**src/rtl/sdrx_pkg.sv**
```systemverilog
// sdrx_pkg: shared types, constants and crc functions of the sd spi receive framer
// depends on nothing; used by sd_spi_receive_framer, sdrx_checker and the sim files
`timescale 1ns / 1ps

package sdrx_pkg;

  localparam int unsigned BLOCK_BYTES = 512;
  localparam int unsigned CNT_W       = $clog2(BLOCK_BYTES + 3);
  localparam int unsigned POS_W       = 10;

  localparam logic [7:0]  TOK_SINGLE = 8'hFE;
  localparam logic [7:0]  TOK_MULTI  = 8'hFC;
  localparam logic [7:0]  TOK_STOP   = 8'hFD;
  localparam logic [7:0]  TOK_IDLE   = 8'hFF;
  localparam logic [1:0]  CMD_START  = 2'b01;
  localparam logic [6:0]  CRC7_POLY  = 7'h09;
  localparam logic [15:0] CRC16_POLY = 16'h1021;

  typedef enum logic [1:0] {
    OP_BYTE   = 2'd0,
    OP_SINGLE = 2'd1,
    OP_MULTI  = 2'd2,
    OP_CMD    = 2'd3
  } op_e;

  typedef enum logic [2:0] {
    EV_NONE  = 3'd0,
    EV_CMD   = 3'd1,
    EV_DATA  = 3'd2,
    EV_BLOCK = 3'd3,
    EV_STOP  = 3'd4,
    EV_BAD   = 3'd5
  } ev_e;

  localparam logic [CNT_W-1:0] CNT_LAST_DATA = CNT_W'(BLOCK_BYTES);
  localparam logic [CNT_W-1:0] CNT_CRC_HI    = CNT_W'(BLOCK_BYTES + 1);
  localparam logic [POS_W-1:0] POS_CRC_HI    = POS_W'(BLOCK_BYTES);
  localparam logic [POS_W-1:0] POS_CRC_LO    = POS_W'(BLOCK_BYTES + 1);

  function automatic logic [6:0] crc7_byte(logic [6:0] c, logic [7:0] b);
    logic [6:0] r;
    logic       fb;
    r = c;
    for (int i = 7; i >= 0; i--) begin
      fb = r[6] ^ b[i];
      r  = {r[5:0], 1'b0};
      if (fb) begin
        r = r ^ CRC7_POLY;
      end
    end
    return r;
  endfunction

  function automatic logic [15:0] crc16_byte(logic [15:0] c, logic [7:0] b);
    logic [15:0] r;
    r = c ^ {b, 8'h00};
    for (int i = 0; i < 8; i++) begin
      if (r[15]) begin
        r = {r[14:0], 1'b0} ^ CRC16_POLY;
      end else begin
        r = {r[14:0], 1'b0};
      end
    end
    return r;
  endfunction

  function automatic logic [POS_W-1:0] cnt_to_pos(logic [CNT_W-1:0] cnt);
    logic [CNT_W+POS_W-1:0] w;
    w = {{POS_W{1'b0}}, cnt};
    return w[POS_W-1:0];
  endfunction

endpackage

```
**src/rtl/sd_spi_receive_framer.sv**
```systemverilog
// sd_spi_receive_framer: sd card spi mode receive framer, command frames and data blocks
// depends on sdrx_pkg
//
//  channel   direction  handshake                 payload
//  in        to block   in_valid_i / in_stall_o   op_i, mosi_i
//  out       from block out_valid_o / out_stall_i event_kind_o .. byte_value_o
//  cfg       to block   cfg_valid_i / cfg_ready_o cfg_wdata_i (crc check enable)
//
// one result per request, one request per cycle sustained while out_stall_i is low;
// each request passes the input register, then crc/frame logic into the result register
// reset clears mode, counter and crc enable; no clearing pass
// out_stall_i holds the result register and stalls the input when both stages are full
`timescale 1ns / 1ps

module sd_spi_receive_framer (
  input  logic                      clk_i,
  input  logic                      rst_ni,
  input  logic                      in_valid_i,
  output logic                      in_stall_o,
  input  logic [1:0]                op_i,
  input  logic [7:0]                mosi_i,
  output logic                      out_valid_o,
  input  logic                      out_stall_i,
  output logic [2:0]                event_kind_o,
  output logic [5:0]                cmd_index_o,
  output logic [31:0]               cmd_arg_o,
  output logic                      check_ok_o,
  output logic [sdrx_pkg::POS_W-1:0] byte_pos_o,
  output logic [7:0]                byte_value_o,
  input  logic                      cfg_valid_i,
  output logic                      cfg_ready_o,
  input  logic                      cfg_wdata_i
);

  logic                        s1_valid_q;
  logic [1:0]                  s1_op_q;
  logic [7:0]                  s1_mosi_q;
  logic                        out_free;
  logic                        adv;

  logic                        crc_en_q;
  logic                        data_mode_q, data_mode_d;
  logic                        multi_q, multi_d;
  logic [sdrx_pkg::CNT_W-1:0]  cnt_q, cnt_d;
  logic [39:0]                 frame_q, frame_d;
  logic [6:0]                  crc7_q, crc7_d;
  logic [15:0]                 crc16_q, crc16_d;
  logic [7:0]                  crc_hi_q, crc_hi_d;

  sdrx_pkg::ev_e               ev_d;
  logic [5:0]                  idx_d;
  logic [31:0]                 arg_d;
  logic                        ok_d;
  logic [sdrx_pkg::POS_W-1:0]  pos_d;
  logic [7:0]                  val_d;
  logic                        crc16_ok;
  logic                        cmd_ok;

  assign out_free    = !out_valid_o || !out_stall_i;
  assign adv         = s1_valid_q && out_free;
  assign in_stall_o  = s1_valid_q && !out_free;
  assign cfg_ready_o = 1'b1;

  assign crc16_ok = ({crc_hi_q, s1_mosi_q} == crc16_q);
  assign cmd_ok   = s1_mosi_q[0] &&
                    (!((frame_q[37:32] == 6'd0) || crc_en_q) ||
                     (s1_mosi_q[7:1] == crc7_q));

  always_comb begin
    data_mode_d = data_mode_q;
    multi_d     = multi_q;
    cnt_d       = cnt_q;
    frame_d     = frame_q;
    crc7_d      = crc7_q;
    crc16_d     = crc16_q;
    crc_hi_d    = crc_hi_q;
    ev_d        = sdrx_pkg::EV_NONE;
    idx_d       = '0;
    arg_d       = '0;
    ok_d        = 1'b0;
    pos_d       = '0;
    val_d       = '0;
    case (sdrx_pkg::op_e'(s1_op_q))
      sdrx_pkg::OP_SINGLE, sdrx_pkg::OP_MULTI: begin
        data_mode_d = 1'b1;
        multi_d     = (s1_op_q == sdrx_pkg::OP_MULTI);
        cnt_d       = '0;
      end
      sdrx_pkg::OP_CMD: begin
        data_mode_d = 1'b0;
        cnt_d       = '0;
      end
      sdrx_pkg::OP_BYTE: begin
        if (data_mode_q) begin
          if (cnt_q == '0) begin
            if ((s1_mosi_q == sdrx_pkg::TOK_SINGLE && !multi_q) ||
                (s1_mosi_q == sdrx_pkg::TOK_MULTI && multi_q)) begin
              crc16_d = '0;
              cnt_d   = sdrx_pkg::CNT_W'(1);
            end else if (s1_mosi_q == sdrx_pkg::TOK_STOP) begin
              ev_d        = sdrx_pkg::EV_STOP;
              val_d       = s1_mosi_q;
              data_mode_d = 1'b0;
            end else if (s1_mosi_q != sdrx_pkg::TOK_IDLE) begin
              ev_d        = sdrx_pkg::EV_BAD;
              val_d       = s1_mosi_q;
              data_mode_d = 1'b0;
            end
          end else if (cnt_q <= sdrx_pkg::CNT_LAST_DATA) begin
            ev_d    = sdrx_pkg::EV_DATA;
            pos_d   = sdrx_pkg::cnt_to_pos(cnt_q - sdrx_pkg::CNT_W'(1));
            val_d   = s1_mosi_q;
            crc16_d = sdrx_pkg::crc16_byte(crc16_q, s1_mosi_q);
            cnt_d   = cnt_q + sdrx_pkg::CNT_W'(1);
          end else if (cnt_q == sdrx_pkg::CNT_CRC_HI) begin
            ev_d     = sdrx_pkg::EV_DATA;
            pos_d    = sdrx_pkg::POS_CRC_HI;
            val_d    = s1_mosi_q;
            crc_hi_d = s1_mosi_q;
            cnt_d    = cnt_q + sdrx_pkg::CNT_W'(1);
          end else begin
            ev_d  = sdrx_pkg::EV_BLOCK;
            ok_d  = crc16_ok;
            pos_d = sdrx_pkg::POS_CRC_LO;
            val_d = s1_mosi_q;
            cnt_d = '0;
            if ((crc_en_q && !crc16_ok) || !multi_q) begin
              data_mode_d = 1'b0;
            end
          end
        end else begin
          if (cnt_q == '0) begin
            if (s1_mosi_q[7:6] == sdrx_pkg::CMD_START) begin
              frame_d = {32'd0, s1_mosi_q};
              crc7_d  = sdrx_pkg::crc7_byte(7'd0, s1_mosi_q);
              cnt_d   = sdrx_pkg::CNT_W'(1);
            end
          end else if (cnt_q < sdrx_pkg::CNT_W'(5)) begin
            frame_d = {frame_q[31:0], s1_mosi_q};
            crc7_d  = sdrx_pkg::crc7_byte(crc7_q, s1_mosi_q);
            cnt_d   = cnt_q + sdrx_pkg::CNT_W'(1);
          end else if (cnt_q == sdrx_pkg::CNT_W'(5)) begin
            ev_d  = sdrx_pkg::EV_CMD;
            idx_d = frame_q[37:32];
            arg_d = frame_q[31:0];
            ok_d  = cmd_ok;
            cnt_d = '0;
          end else begin
            cnt_d = '0;
          end
        end
      end
      default: begin
        cnt_d = cnt_q;
      end
    endcase
  end

  always_ff @(posedge clk_i or negedge rst_ni) begin
    if (!rst_ni) begin
      s1_valid_q  <= 1'b0;
      out_valid_o <= 1'b0;
      crc_en_q    <= 1'b0;
      data_mode_q <= 1'b0;
      multi_q     <= 1'b0;
      cnt_q       <= '0;
      frame_q     <= '0;
      crc7_q      <= '0;
      crc16_q     <= '0;
      crc_hi_q    <= '0;
    end else begin
      if (cfg_valid_i && cfg_ready_o) begin
        crc_en_q <= cfg_wdata_i;
      end
      if (!in_stall_o) begin
        s1_valid_q <= in_valid_i;
      end
      if (out_free) begin
        out_valid_o <= adv;
      end
      if (adv) begin
        data_mode_q <= data_mode_d;
        multi_q     <= multi_d;
        cnt_q       <= cnt_d;
        frame_q     <= frame_d;
        crc7_q      <= crc7_d;
        crc16_q     <= crc16_d;
        crc_hi_q    <= crc_hi_d;
      end
    end
  end

  always_ff @(posedge clk_i) begin
    if (in_valid_i && !in_stall_o) begin
      s1_op_q   <= op_i;
      s1_mosi_q <= mosi_i;
    end
    if (adv) begin
      event_kind_o <= ev_d;
      cmd_index_o  <= idx_d;
      cmd_arg_o    <= arg_d;
      check_ok_o   <= ok_d;
      byte_pos_o   <= pos_d;
      byte_value_o <= val_d;
    end
  end

endmodule

```
**config.mk**
```make
export PLATFORM = sky130hd
export DESIGN_NAME = sd_spi_receive_framer
export DESIGN_NICKNAME = d
export VERILOG_FILES = /design/src/rtl/sdrx_pkg.sv /design/src/rtl/sd_spi_receive_framer.sv
export SDC_FILE = /design/constraint.sdc
export NUM_CORES = 1
export LEC_CHECK = 0
export ABC_AREA = 1
export BUFFER_PORTS_ARGS = -buffer_cell sky130_fd_sc_hd__buf_2
export CORE_MARGIN = 4
export CORE_UTILIZATION = 45
export DETAILED_ROUTE_END_ITERATION = 10
export GPL_ROUTABILITY_DRIVEN = 0
export PLACE_DENSITY = 0.64
export SLEW_MARGIN = 20
export SYNTH_ARGS = -nofsm -noshare
export SYNTH_HDL_FRONTEND = slang
export SYNTH_SLANG_ARGS = --single-unit
```
**constraint.sdc**
```tcl
create_clock -name clk_i -period 3.3 [get_ports clk_i]
set_clock_uncertainty 0.1 [all_clocks]
set_input_delay 0.165 -clock clk_i [delete_from_list [all_inputs] [get_ports clk_i]]
set_output_delay 0.165 -clock clk_i [all_outputs]
set_load 0.02 [all_outputs]
```
==> results.toml, run 1 <==
[outcome]
status = "finished, final reports clean"

[die]
die_area_um2 = 18500
pin_count = 79
core-area_um2 = 16000
fp-row-count = 46
die_width_um = 136
die_h_um = 136
initial_core_util_pct = 46.1

[timing]
final-setup-viol-count = 0
relSlewSlack_pct = 52.4
fin_crit_sh_pct = 84.3
tightest_slew_ns = 0.714
fin_crit_ns = 2.78
fmax_mhz = 360
hold_viol_final = 0
grt_setup_unrepaired = "false"
setup_tns_ns = 0
slew_violations = 0

[finish]
fin_util_pct = 53.8
layout.cells.non_filler = 1080
area.growth.synth_to_final_pct = 16.7
diodes = 0
final_nets = 873
fill_cells = 1470
drive_gt1_share_pct = 17.4
layout_commonest_cell = "nand2_1"
layout_common_cells = "134 x nand2_1, 108 x inv_1, 89 x nor2_1"

[clock_network]
cts_made_buffers = 17
cts_sinks = 154
cts_buffer_depth = 2
cts_tree = "built"
htree_levels = 4
clk_pin_slew_ns = 0.07
clock-root-buffer = "clkbuf_16"
clock_latency_ns = 0.42

[global_routing]
grt_max_degree = 60
grt_pass1_wl_um = 26500
grt_pass1_vias = 5211
antenna_found_initial = 0
grt_usage_pct = 18.3
grt_overflow_total = 0

[routing]
vias_per_cell = 4.95
drtIter0Drc = 419
wl_per_cell_um = 14.6
vias = 5346
drc_errors = 0
drtAntennaViolNets = 0
finalWirelength_um = 15800
drt_first_pass_iters = 5

[critical_path]
critPathRequiredTime_ns = 3.52
max_stage_delay_ns = 0.46
crit_chain = "inv_1 -> ha_1 -> inv_1 -> nor2_1 -> inv_1 -> nor2_2 -> buf_4 -> nand2_1 -> nand2_4 -> clkinv_2 -> o22ai_1"
crit_family = "buffers and inverters"
worstPathArrival_ns = 3.00
critical_path.slowest_cell = "dfrtp_1"
cp_max_fo = 33
crit_top_cell = "inv_1"
critPathBufInv = 5
end_kind = "flip-flop"
cp-start-kind = "flip-flop"
path_class = "reg2reg"

[place]
dp_cells = 1033
dpl.hpwl_um = 11000
io_buffers = 77

[yosys]
synth-seq-cells = 154
yosys.area.top_type_share_pct = 28.5
syn_avg_cell_area_um2 = 9.60
syn_inst = 769
synthDistinctLibCells = 42
ys_top_cells_by_area = "dfrtp_1 28%, edfxtp_1 28%, nand2_1 6.8%"
yosysWarningCount = 0
synthArstFlopShare_pct = 54.5
yosysSeqAreaShare_pct = 57.0
synth_ff_type = "dfrtp_1"
synth_area_leader_cell = "dfrtp_1"
synth_edf_count = 70
syn_area_um2 = 7380
syn_nets = 791

[job]
maxCapViolCount = 0

[hold_path]
hold_path_class = "in2async"

[power_and_ir_drop]
max-vdd-ir-drop_mv = 0.451
power_density_nw_per_um2 = 812
power_leakage_nw = 4.01
p_total_mw = 6.99
==> report_power, final <==
group          internal, mW  leakage [nW]  total [mW]  switching (mW)
combinational         0.767          1.99        2.18            1.41
sequential             2.51          1.71        2.79           0.279
clock                  1.23         0.309        2.03           0.800
total                  4.51          4.01        6.99            2.49
==> worst paths after layout <==
kind | startpoint | depth (start not counted) | endpoint | slack (ns)
max | cnt_q[0]$_DFFE_PN0P_ | 11 | frame_q[28]$_DFFE_PN0P_ | 0.52
min | rst_ni | 2 | cnt_q[7]$_DFFE_PN0P_ | 0.17
max reg2reg | cnt_q[0]$_DFFE_PN0P_ | 11 | frame_q[28]$_DFFE_PN0P_ | 0.52
min reg2reg | frame_q[3]$_DFFE_PN0P_ | 2 | frame_q[3]$_DFFE_PN0P_ | 0.39
max in group asynchronous | rst_ni | 3 | frame_q[7]$_DFFE_PN0P_ | 2.31
min in group clk_i | mosi_i[7] | 2 | s1_mosi_q[7]$_DFFE_PP_ | 0.36
==> registers in the layout (all words and copies together), names as in the netlist <==
name / flops
cmd_arg_o: 32
frame_q: 38
cnt_q: 10
cmd_index_o: 6
check_ok_o: 1
byte_value_o: 8
crc_en_q: 1
multi_q: 1
s1_op_q: 2
out_valid_o: 1
s1_valid_q: 1
event_kind_o: 3
crc_hi_q: 8
data_mode_q: 1
crc16_q: 16
crc7_q: 7
s1_mosi_q: 8
byte_pos_o: 10
==> cell families (layout without fill, tap and decap cells) <==
logic type | count (synthesis) | count (layout) | share of synthesized area (%)
and+or+nand+nor | 300 | 300 | 18.2
adders and majority gates | 6 | 6 | 1.02
buffers and inverters | 149 | 244 | 9.44
xor gates and xnor gates | 48 | 48 | 5.70
DFF | 154 | 154 | 57.0
muxes | 1 | 1 | 0.153
other | 1 | 1 | 0.0508
AOI/OAI and AO/OA | 110 | 110 | 8.51
==> final cells by class <==
| type | instances | area [um^2] | area share (%) |
|---|---|---|---|
| clock buffers | 18 | 439 | 5.10 |
| clock inverters | 14 | 184 | 2.14 |
| inverters | 115 | 433 | 5.03 |
| multi-input cells | 466 | 2480 | 28.9 |
| flip-flops and latches | 154 | 4200 | 48.8 |
| well taps | 216 | 270 | 3.14 |
| repair buffers | 97 | 596 | 6.92 |
==> metal layers <==
metal,global-route usage [%],part of all wire (%),up-vias
met3,4.59,5.0,19
met2,28.5,47,154
met4,5.49,1.6,0
li1,-,-,2658
met5,0,0,-
met1,25.5,47,2515
==> cells in the mapped netlist (8+ instances only) <==
| library cell | instances |
|---|---|
| nor2_1 | 89 |
| inv_1 | 108 |
| buf_6 | 14 |
| edfxtp_1 | 70 |
| xor2_1 | 31 |
| dfrtp_1 | 84 |
| nand4_1 | 8 |
| a21oi_1 | 12 |
| o21ai_0 | 24 |
| o22ai_1 | 36 |
| nand2_1 | 134 |
| o21ai_1 | 29 |
| buf_2 | 12 |
| nand3_1 | 29 |
| nor3_1 | 8 |
| xnor2_1 | 17 |
==> metrics by stage <==
| stage | worst slack (ns) | area (um^2) | hold slack (ns) |
|---|---|---|---|
| after floorplan | 0.606 | 7390 | -0.231 |
| after global placement | 0.596 | 7810 | 0.242 |
| after detailed placement | 0.547 | 7840 | 0.100 |
| after CTS | 0.529 | 8610 | 0.185 |
| after global routing | 0.226 | 8610 | 0.238 |
| final | 0.519 | 8610 | 0.174 |
==> repair_timing <==
action	CTS	global route
hold endpoints to repair	54	0
endpoints found under the setup margin	0	0
setup buffers	0	0
hold buffers	15	0
resized for setup	0	0
Note: power is estimated with default switching activity, not from simulation.
==> run 2, diff against run 1 <==
--- a/config.mk
+++ b/config.mk
@@ -11,7 +11,7 @@
 export CORE_UTILIZATION = 45
 export DETAILED_ROUTE_END_ITERATION = 10
 export GPL_ROUTABILITY_DRIVEN = 0
-export PLACE_DENSITY = 0.64
+export PLACE_DENSITY = 0.62
 export SLEW_MARGIN = 20
 export SYNTH_ARGS = -nofsm -noshare
 export SYNTH_HDL_FRONTEND = slang
==> constraint.sdc (replaced) <==
create_clock -name clk_i -period 2.88 [get_ports clk_i]
set_clock_uncertainty 0.1 [all_clocks]
set_input_delay 0.144 -clock clk_i [delete_from_list [all_inputs] [get_ports clk_i]]
set_output_delay 0.144 -clock clk_i [all_outputs]
set_load 0.02 [all_outputs]
==> run 2 against run 1 <==
Against the previous run: count of clock-buffer cells in the layout rose by 1; design area fell by 0.10%; power rose by 12%; critical endpoint is now cnt_q[0]$_DFFE_PN0P_.
==> results.toml, run 2 (synthesis results as in run 1) <==
[clock_network]
cts_resized = 0
clk_pin_slew_ns = 0.06
clock_latency_ns = 0.43
cts_buffer_depth = 2
postCtsSetupRepairBufs = 0
cts_sinks = 154
ctsHoldBuffers = 16
cts_made_buffers = 17
clock-root-buffer = "clkbuf_16"
cts_tree = "built"
htree_levels = 4

[place]
dpl.hpwl_um = 11200
io_buffers = 77

[die]
initial_core_util_pct = 46.1
die_area_um2 = 18500
fp-row-count = 46
pin_count = 79
die_h_um = 136
die_width_um = 136
core-area_um2 = 16000

[job]
maxCapViolCount = 0

[finish]
diodes = 0
fill_cells = 1499
reg_top3 = "frame_q x38, cmd_arg_o x32, crc16_q x16"
area.growth.synth_to_final_pct = 16.5
final-seq-area_um2 = 4200
largest_register = "frame_q"
multi_input_area_um2 = 2480
largest_reg_flops = 38
drive_gt1_share_pct = 17.5
final_nets = 879
layout_common_cells = "134 x nand2_1, 108 x inv_1, 89 x nor2_1"
layout_commonest_cell = "nand2_1"

[timing]
fmax_mhz = 421
grt_setup_unrepaired = "false"
setup_tns_ns = 0
fin_crit_ns = 2.38
slew_violations = 0
hold_viol_final = 0
fin_crit_sh_pct = 82.5
final-setup-viol-count = 0
relSlewSlack_pct = 52.3
tightest_slew_ns = 0.715

[critical_path]
reg2reg_depth = 12
r2r_start = "cnt_q[0]$_DFFE_PN0P_"
startpoint = "cnt_q[0]$_DFFE_PN0P_"
path_class = "reg2reg"
worstPathArrival_ns = 2.61
critPathRequiredTime_ns = 3.11
cp-start-kind = "flip-flop"
end_kind = "flip-flop"
cp_max_fo = 12

[global_routing]
grt_usage_pct = 18.5
grt_pass1_wl_um = 26500
antenna_found_initial = 0
grt_max_degree = 53
grt_overflow_total = 0
grt_pass1_vias = 5151

[outcome]
status = "finished, final reports clean"

[routing]
finalWirelength_um = 16200
drtIter0Drc = 299
drc_errors = 0
vias = 5286
wl_per_cell_um = 14.9
drt_first_pass_iters = 4
drtAntennaViolNets = 0
vias_per_cell = 4.87

[power_and_ir_drop]
max-vdd-ir-drop_mv = 0.626
power_leakage_nw = 4.01
p_total_mw = 7.86
power_density_nw_per_um2 = 914

[hold_path]
hold_path_class = "in2async"
run 2: where the power goes:
part	total, mW	leakage (nW)	switching (mW)	internal [mW]
combinational	2.50	2.02	1.62	0.883
clock	2.18	0.281	0.895	1.28
sequential	3.18	1.71	0.308	2.88
total	7.86	4.01	2.82	5.04
run 2: per-layer routing:
metal  share of wire (%)  vias to the layer above  track usage [%]
met5                   0                        -                0
met4                 1.2                        0             6.16
met3                 5.3                       18             4.96
met2                  48                      136             29.8
met1                  46                     2460             24.4
li1                    -                     2672                -
run 2: area by class of cell:
type	count	area share, %
clock buffers	19	5.03
clock inverters	13	1.64
inverters	115	5.03
multi-input cells	466	28.9
flip-flops and latches	154	48.9
well taps	216	3.14
repair buffers	103	7.39
run 2: final timing paths:
| check | end | slack, ns |
|---|---|---|
| worst max-delay path | cnt_q[0]$_DFFE_PN0P_ | 0.50 |
| worst min-delay path | cnt_q[8]$_DFFE_PN0P_ | 0.20 |
| worst max register to register | cnt_q[0]$_DFFE_PN0P_ | 0.50 |
| worst min register to register | frame_q[3]$_DFFE_PN0P_ | 0.39 |
| max in group asynchronous | frame_q[27]$_DFFE_PN0P_ | 1.84 |
| min in group clk_i | s1_op_q[1]$_DFFE_PP_ | 0.33 |
run 2: per-stage QoR:
| stage | cell area, um^2 | worst slack (ns) | hold WS, ns | utilization (%) | instances |
|---|---|---|---|---|---|
| 3_3_place_gp | 7870 | 0.503 | 0.136 | 49.2 | 1038 |
| 3_5_place_dp | 7870 | 0.556 | 0.148 | 49.2 | 1038 |
| 2_1_floorplan | 7390 | 0.186 | -0.252 | - | 769 |
| 4_1_cts | 8600 | 0.523 | 0.227 | 53.8 | 1086 |
| 6_report | 8600 | 0.504 | 0.195 | 53.8 | 1086 |
| 5_1_grt | 8600 | 0.307 | 0.289 | 53.8 | 1086 |
run 2: worst max-delay path, cell delays in order, from the launching register on:
cell and delay (ns):
dfrtp_1 0.48, inv_1 0.15, ha_1 0.27, inv_1 0.06
nor2_1 0.03, inv_1 0.12, nor2_2 0.07, buf_4 0.17
nand3_2 0.08, nand3_2 0.22, nor2_1 0.31, nand3_1 0.11
o21ai_0 0.11
==> run 3, diff against run 2 <==
--- a/config.mk
+++ b/config.mk
@@ -5,13 +5,13 @@
 export SDC_FILE = /design/constraint.sdc
 export NUM_CORES = 1
 export LEC_CHECK = 0
-export ABC_AREA = 1
+export ABC_AREA = 0
 export BUFFER_PORTS_ARGS = -buffer_cell sky130_fd_sc_hd__buf_2
 export CORE_MARGIN = 4
 export CORE_UTILIZATION = 45
 export DETAILED_ROUTE_END_ITERATION = 10
 export GPL_ROUTABILITY_DRIVEN = 0
-export PLACE_DENSITY = 0.62
+export PLACE_DENSITY = 0.64
 export SLEW_MARGIN = 20
 export SYNTH_ARGS = -nofsm -noshare
 export SYNTH_HDL_FRONTEND = slang
==> constraint.sdc (replaced) <==
create_clock -name clk_i -period 1.95 [get_ports clk_i]
set_clock_uncertainty 0.1 [all_clocks]
set_input_delay 0.0975 -clock clk_i [delete_from_list [all_inputs] [get_ports clk_i]]
set_output_delay 0.0975 -clock clk_i [all_outputs]
set_load 0.02 [all_outputs]
==> run 3 against run 2 <==
Against the previous run: clock power up 51%; critical path type unchanged; cell count shrank 7.1%; largest power group unchanged; non-clock buffer count rose by 116; global-route usage up 1.9 points; setup slack got worse by 0.73 ns; die area decreased by 3.6%; core utilization is 12 points higher; area after synthesis decreased by 3.8%; the flow now finishes with violations (negative setup slack); combinational power increased by 4%; routed wire length up 12%; worst hold slack lost 0.12 ns; design area increased by 17%.
==> results.toml, run 3 <==
[outcome]
status = "finished, violations left"
violations = "negative setup slack"

[power_and_ir_drop]
max-vdd-ir-drop_mv = 0.742
power_leakage_nw = 4.53
power_density_nw_per_um2 = 1010
p_total_mw = 10.2

[critical_path]
crit_top_cell = "buf_6"
critPathRequiredTime_ns = 2.22
r2r_start = "cnt_q[8]$_DFFE_PN0P_"
startpoint = "cnt_q[8]$_DFFE_PN0P_"
critical_path.slowest_cell = "or3_4"
max_stage_delay_ns = 0.44
path_class = "reg2reg"
worstPathArrival_ns = 2.44
crit_chain = "buf_6 -> nor4_4 -> buf_6 -> nand4_4 -> or3_4 -> buf_12 -> nor3_2 -> o22a_1"
cp-start-kind = "flip-flop"
end_kind = "flip-flop"
cp_max_fo = 7

[yosys]
yosysSeqAreaShare_pct = 59.2
ys_top_cells_by_area = "dfrtp_1 30%, edfxtp_1 30%, a22o_1 5.7%"
yosys.area.top_type_share_pct = 29.6
netlist_top_cells_count = "84 x dfrtp_1, 70 x edfxtp_1, 46 x a22o_1, 46 x and2_1, 41 x nand2_1"
post-synth-top-count-cell = "dfrtp_1"
synth-seq-cells = 154
synth_area_leader_cell = "dfrtp_1"
synthDistinctLibCells = 53
syn_inst = 583
synth_ff_type = "dfrtp_1"
yosysWarningCount = 0
syn_avg_cell_area_um2 = 12.2
syn_area_um2 = 7100
synth_edf_count = 70
syn_nets = 605
synthArstFlopShare_pct = 54.5

[die]
core-area_um2 = 15300
fp-row-count = 45
die_area_um2 = 17800
die_width_um = 134
pin_count = 79
initial_core_util_pct = 46.3
die_h_um = 134

[routing]
wl_per_cell_um = 18.0
drtIter0Drc = 336
drc_errors = 0
drtAntennaViolNets = 0
finalWirelength_um = 18100
vias = 5273
vias_per_cell = 5.23
drt_first_pass_iters = 4

[timing]
final-setup-viol-count = 129
setup_tns_ns = -19.34
hold_viol_final = 0
slew_violations = 0
fin_ws_ns = -0.225
fin_crit_sh_pct = 112
fmax_mhz = 460
grt_setup_unrepaired = "true"
fin_crit_ns = 2.18

[finish]
drive_gt1_share_pct = 42.2
largest_reg_flops = 38
final_nets = 807
largest_register = "frame_q"
fill_cells = 1135
diodes = 0
area.growth.synth_to_final_pct = 41.8
layout_commonest_cell = "buf_4"
layout_common_cells = "91 x buf_4, 83 x dfrtp_1, 77 x buf_2"
fin_area_um2 = 10100
reg_top3 = "frame_q x38, cmd_arg_o x32, crc16_q x16"
fin_util_pct = 65.7

[clock_network]
clk_pin_slew_ns = 0.07
cts_tree = "built"
htree_levels = 4
clock-root-buffer = "clkbuf_16"
cts_buffer_depth = 2
clock_latency_ns = 0.43
cts_made_buffers = 17
cts_sinks = 154

[global_routing]
grt_pass1_vias = 5443
use_met1_pct = 25.9
busiest_layer = "met2"
grtUsageMet2_pct = 34.6
grt_use_met3_pct = 3.97
grt_max_degree = 40
grt_overflow_total = 0
grt_usage_pct = 20.4
antenna_found_initial = 0
grt_pass1_wl_um = 28900

[place]
dpl_cell_area_um2 = 8450
dpl.hpwl_um = 11300
place_ws_ns = -0.384
io_buffers = 77

[job]
maxCapViolCount = 0

[hold_path]
hold_path_class = "in2async"
==> run 3: cell types whose count changed after synthesis, sizes merged, moves of 10 or more <==
cell,previous run,this run
inv,114,10
nand2,142,41
nor2,97,33
a22o,0,46
and2,0,46
o21ai,53,14
o22ai,36,2
nand3,35,7
xnor2,17,40
clkbuf,4,22
buf,30,15
mux2,1,11
==> run 3: power by group <==
group          switching (mW)  internal, mW
registers               0.443          3.83
clock network            1.39          1.91
logic                    1.31          1.28
total                    3.14          7.02
==> run 3: layout make-up <==
class                      instances  area (um^2)  area share, %
clock buffer                      17          425           4.23
inverter                          11         56.3          0.559
tap                              211          264           2.62
timing repair buffer             219         1800           17.8
sequential                       154         4210           41.8
multi-input combinational        382         3160           31.4
clock inverter                    15          163           1.62
==> run 3: cells by family after synthesis <==
family	Yosys count	synth area share [%]
AOI/OAI and AO/OA	100	10.8
xor gates and xnor gates	79	9.75
adders and majority gates	7	1.20
buffers and inverters	48	3.00
DFF	154	59.2
muxes	11	1.75
other	1	0.0528
and+or+nand+nor	183	14.3
==> run 3: timing repair <==
item	4_1_cts	5_1_grt
hold buffers	16	0
resized for setup	52	67
endpoints found under the setup margin	140	172
endpoints found under the hold margin	97	0
setup buffers	12	11
cloned	5	8
pin swaps	5	32
==> run 3: worst paths after layout <==
| kind | slack (ns) | depth (start not counted) | end |
|---|---|---|---|
| min in group clk_i | 0.28 | 2 | s1_mosi_q[2]$_DFFE_PP_ |
| worst max-delay path | -0.23 | 8 | crc7_q[6]$_DFFE_PN0P_ |
| worst max register to register | -0.23 | 8 | crc7_q[6]$_DFFE_PN0P_ |
| worst min register to register | 0.41 | 2 | frame_q[2]$_DFFE_PN0P_ |
| max in group asynchronous | 1.07 | 3 | frame_q[12]$_DFFE_PN0P_ |
| worst min-delay path | 0.07 | 2 | crc7_q[2]$_DFFE_PN0P_ |
==> run 3: per-layer routing <==
metal / up-vias / wire length [um]
li1: 2479 / -
met2: 132 / 9510
met4: 0 / 362
met3: 24 / 806
met5: - / 0
met1: 2638 / 7460
==> run 3: metrics by stage <==
stage / cells / hold WS [ns]
floorplan: 583 / -0.298
global placement: 927 / -0.0151
detailed placement: 927 / -0.00814
CTS: 992 / 0.0910
global route: 1009 / 0.111
finish: 1009 / 0.0741
==> run 3: critical path, delay by kind of cell, from the launching register on <==
family                 cells  cell delay [ns]
buffers and inverters      3             0.48
AO/OA/AOI/OAI              1             0.16
AND/OR/NAND/NOR            4             0.98
flip-flops                 1             0.39
